<file path="src/hdl/tnp_pkg.sv">
// Shared types and constants for the triangle normal / point-inside block.
package tnp_pkg;

  localparam int THRESH_BITS = 63;
  localparam logic [THRESH_BITS-1:0] THRESH_RESET = 63'd281475;

  localparam int MAG_BITS  = 31;
  localparam int SUM_BITS  = 64;
  localparam int ROOT_BITS = 32;
  localparam int QUO_BITS  = 31;
  localparam int NORM_BITS = 32;
  localparam int FRAC_OUT  = 30;

  typedef struct packed {
    logic [2:0][MAG_BITS-1:0] mag;
    logic [2:0]               neg;
    logic                     degen;
    logic                     in_tri;
  } entry_t;

  typedef struct packed {
    logic full;
    logic empty;
  } fifo_stat_t;

endpackage

</file>
<file path="src/hdl/tnp_fifo.sv">
// Short word queue between the front end and the back end.
module tnp_fifo (
  input  logic                clk,
  input  logic                rst,
  input  logic                push,
  input  logic                pop,
  input  tnp_pkg::entry_t     wdata,
  output tnp_pkg::entry_t     rdata,
  output tnp_pkg::fifo_stat_t stat
);

  localparam int DEPTH = 4;
  localparam int AB    = $clog2(DEPTH);

  tnp_pkg::entry_t mem [DEPTH];
  logic [AB-1:0]   wr_ptr;
  logic [AB-1:0]   rd_ptr;
  logic [AB:0]     count;

  assign rdata      = mem[rd_ptr];
  assign stat.full  = (count == (AB+1)'(DEPTH));
  assign stat.empty = (count == '0);

  always_ff @(posedge clk) begin
    if (push) mem[wr_ptr] <= wdata;
  end

  always_ff @(posedge clk) begin
    if (rst) begin
      wr_ptr <= '0;
      rd_ptr <= '0;
      count  <= '0;
    end else begin
      if (push) wr_ptr <= wr_ptr + 1'b1;
      if (pop) rd_ptr <= rd_ptr + 1'b1;
      count <= count + (AB+1)'(push) - (AB+1)'(pop);
    end
  end

endmodule

</file>
<file path="config.mk">
export PLATFORM = sky130hd
export DESIGN_NAME = tnp_fifo
export DESIGN_NICKNAME = d
export VERILOG_FILES = /design/src/hdl/tnp_pkg.sv /design/src/hdl/tnp_fifo.sv
export SDC_FILE = /design/constraint.sdc
export NUM_CORES = 1
export LEC_CHECK = 0
export BUFFER_PORTS_ARGS = -buffer_cell sky130_fd_sc_hd__buf_2
export CORE_UTILIZATION = 55
export CTS_CLUSTER_SIZE = 16
export DETAILED_ROUTE_END_ITERATION = 12
export PLACE_DENSITY = 0.75
export SYNTH_ARGS = -nofsm -noshare
export SYNTH_HDL_FRONTEND = slang
export SYNTH_SLANG_ARGS = --single-unit
</file>
<file path="constraint.sdc">
create_clock -name clk -period 3.8 [get_ports clk]
set_input_delay 0.19 -clock clk [delete_from_list [all_inputs] [get_ports clk]]
set_output_delay 0.19 -clock clk [all_outputs]
set_load 0.005 [all_outputs]
</file>
-- After elaboration in Yosys (flattened, before gate mapping)
Memories as Yosys holds them, arrays and structs flattened. A register that Yosys moved wholly into a read port is not among the register bits.
Cells that the tools add are included.
W data, S select, Z words.
- register bits: 7
- memory bits (writable): 392
- output and inout bits: 100
- word-level logic and storage cells: 14
- memories: 1
- memories (memory ; words ; bits a word ; read ports ; clocked after Yosys merged registers in ; write ports ; RTL line ; text):
    mem ; 4 ; 98 ; 1 ; 1 ; 1 ; tnp_fifo.sv:15 ; tnp_pkg::entry_t mem [DEPTH];
- $add $sub $neg: 4
- equal/unequal tests: 1
- mux-type cells: 4
- reductions and logical operators: 1
- operator list (operator ; count):
    $add A2 B1 Y2 const B ; 2
    $mux W2 ; 2
    $add A3 B1 Y3 ; 1
    $eq A3 B3 Y1 const B ; 1
    $logic_not A3 Y1 ; 1
    $sub A3 B1 Y3 ; 1
    $mux W1 ; 2

-- Logic depth before layout (Yosys ltp)
- depth in word-level cells: 3
- gate-level depth with buffers: 7
- depth with buffers taken out: 7

-- Worst setup path after synthesis
No wires, ideal clock.
- path kind: register to register
- start point: reg wr_ptr[0]
- end point: mem mem[0][0] (netlist bit), enable pin
- setup time: 0.468 ns
- arrival time: 2.809 ns
- required time: 3.332 ns
- path slack: 0.524 ns
- stages on the path, launching flop included: 4
- buffers on the path: 0
- clock period less this slack: 3.276 ns
- path through: dfxtp_1 inv_1 ha_1 and2_1
- RTL lines (what ; RTL line ; text):
    start: declaration ; tnp_fifo.sv:16 ; logic [AB-1:0] wr_ptr;
    start signal: assignment ; tnp_fifo.sv:34 ; if (push) wr_ptr <= wr_ptr + 1'b1;
    end: declaration ; tnp_fifo.sv:15 ;
No word-level cell before the write port.

==> results by group <==
Cells and area
  – Most common cell after layout, fill and taps aside: edfxtp_1
  – Share of layout cells above drive strength 1: 0.409
  – Number of antenna diodes: 0
  – Area Growth Syn to Fin: 25.3%
  – Fillcell total: 1544
  – Final nets: 990
  – Commonest non-fill, non-tap cells in the layout: edfxtp_1, buf_2, dlygate4sd3_1, mux4_2, clkbuf_16
  – Final Util: 0.702

Clocking
  – Clk sinks: roughly 400
  – Number of gates resized after CTS: 0
  – Clk Latency, worst-skew pair: about 0.51 ns
  – Clock tree from TritonCTS: done
  – H-tree depth: 2
  – Worst-path clk slew: 0.06 ns
  – Maximum clock insertion buffer count: 3
  – Setup bufs post-CTS: 0
  – Root buffer cell: clkbuf_16
  – Clock buffer count from CTS: 40

Die
  – Core Region: 26000 sq um
  – Starting Density: 0.560
  – Die Y: between 150 and 200 um
  – Die X: 165 um
  – Row count: 59
  – Die area: 27100 sq um
  – Num ports: 202

Drt
  – DRT antenna net count: 0
  – WL final: 27300 um
  – Vias: 6929
  – DRT iter0 DRCs: roughly 600
  – # DRC: 0
  – Drt wl/cell: 22.0 um
  – TritonRoute pass-1 iters: 4
  – Vias per std cell: 5.57

STA
  – Min cycle time layout: 2.50 ns
  – Setup TNS: 0 ns
  – Rel. slew slack: 0.421
  – Endpoints failing setup: 0
  – Fmax: ~400 MHz
  – Setup Skew: 0.00780 ns
  – Fin. max-slew vios: 0
  – Fin crit share: 0.659
  – Final hold violations: 0
  – RSZ-0062 raised after global routing: no
  – Worst Tran Pin Value: 0.869 ns

Setup path
  – R2r endpoint: mem[2][90]
  – Termination of the worst setup path: rdata[95]
  – Crit path max fanout: 41
  – WS Path Type: reg -> out
  – Worst path slowest cell: mux4_2
  – Max incr delay on CP: about 0.64 ns
  – Critical Path RT: roughly 3.6 ns
  – Crit-path cells: buf_4 -> mux4_2 -> buf_2
  – CP top delay family: buffers and inverters
  – WP data arrival: 2.31 ns
  – Crit end category: output port
  – Critical path depth: 3
  – Worst reg2reg setup slack: 1.79 ns
  – Worst r2r src: wr_ptr[0]
  – Crit start category: flip-flop
  – Reg2reg path depth: 4
  – Buffers & Inverters on Critical Path: 2

GRT
  – All-Layer GR Usage: 0.206
  – Global-route wire length before repair: approximately 41000 um
  – Largest net degree at the start of global routing: 59
  – Total grt overflow: 0
  – Vias in the first global route: 7427
  – Initial antenna violation count: 0

Logic synthesis
  – Synth area leaders: edfxtp_1, mux4_2, dfxtp_1
  – Post-synth EDFFs: 392
  – Most used flip-flop cell after synthesis: edfxtp_1
  – Synthesized area: 14600 sq um
  – Synth area leader: edfxtp_1
  – Unique masters post-synth: 21
  – Synth top area share: 0.809
  – Flops & latches, synth: 401
  – FFs w/ async S/R, synth: 0
  – Syn Area/Cell: approximately 26 sq um
  – Cell count after synthesis: 554
  – Post-synthesis sequential area ratio: 0.821
  – Yosys Warn Count: 0
  – Synth Net Count: 663

Place
  – Dpl hpwl: between 15000 and 20000 um
  – Routability Congestion: 0.724
  – PortBufs: 201

Power and ir drop
  – P_leak: 0.00623 uW
  – Cell area power density: 539 nW/um^2
  – Worst vdd ir: 0.000350 V

Run
  – Max_cap viols: 0

Worst hold path
  – Min-delay worst type: in -> reg

Run status
  – Status: finished clean
[per-stage QoR]
stage	power [uW]	cells	instance area, sq um	hold WS [ns]	setup slack (ns)
after floorplan	5720	554	14600	0.262	0.524
after global placement	6050	1075	16000	0.399	1.79
after detailed placement	6090	1075	16000	0.407	1.75
after CTS	9910	1245	18200	0.0129	1.23
after global routing	10200	1245	18200	0.0644	1.16
final	9830	1245	18200	0.0503	1.30
[per-layer routing]
metal	vias up	global-route usage	share of wire
met4	0	0.0542	0.018
met1	3598	0.269	0.41
met5	-	0	0
met3	43	0.0472	0.065
li1	3035	-	-
met2	253	0.351	0.51
[cells by family (layout without fill, tap and decap cells)]
group	after synthesis	in the layout	share of synthesized area
fa+ha+maj	7	7	0.00653
simple gates	14	14	0.00516
flops	401	401	0.821
buf+inv	28	384	0.0110
mux	99	99	0.152
compound gates	2	2	0.00103
xor+xnor	3	3	0.00284
[cell type report]
| type | instances | area (sq um) | share of cell area |
|---|---|---|---|
| flip-flops and latches | 401 | 12000 | 0.656 |
| well taps | 335 | 419 | 0.0230 |
| clock buffers | 50 | 1080 | 0.0592 |
| clock inverters | 21 | 184 | 0.0101 |
| repair buffers | 307 | 2120 | 0.116 |
| multi-input cells | 125 | 2450 | 0.134 |
| inverters | 6 | 22.5 | 0.00123 |
[flip-flops by register name, indices dropped and copies added, names as in the netlist, named ones only]
signal,cells
mem,392
wr_ptr,2
rd_ptr,2
count,3
[synthesized netlist by cell type, types with 2 or more instances]
| master | n |
|---|---|
| and2_1 | 4 |
| nor2_1 | 5 |
| ha_1 | 6 |
| dfxtp_1 | 9 |
| nor2b_1 | 2 |
| inv_1 | 6 |
| edfxtp_1 | 392 |
| clkbuf_1 | 7 |
| buf_8 | 3 |
| mux4_2 | 98 |
| buf_2 | 11 |
| xnor2_1 | 2 |
[where the power goes]
part	internal, uW	switching, uW	total (uW)
logic	488	438	926
clock network	2220	1540	3760
registers	5080	68.5	5150
total	7790	2040	9830
[what timing repair did]
action	in CTS	in global routing
endpoints found under the hold margin	401	0
setup endpoints to repair	0	0
hold buffers	99	0
[how the worst min path moves through the flow]
stage	cells past startpoint	slack, ns	endpoint	startpoint
finish	3	0.05	flip-flop	pop
CTS	3	0.01	flip-flop	pop
global placement	1	0.40	mem[0][60]	wdata[60]
floorplan	1	0.26	count[0]	rst
global route	3	0.06	flip-flop	pop
detailed placement	1	0.41	mem[3][35]	wdata[35]
[worst reg2reg max path: stages (launching register included)]
cell and delay [ns]:
dfxtp_1 0.35, inv_1 0.09, ha_1 0.15, and2_4 0.69
buf_12 0.35
No activity file was read; power rests on OpenSTA's default activity.
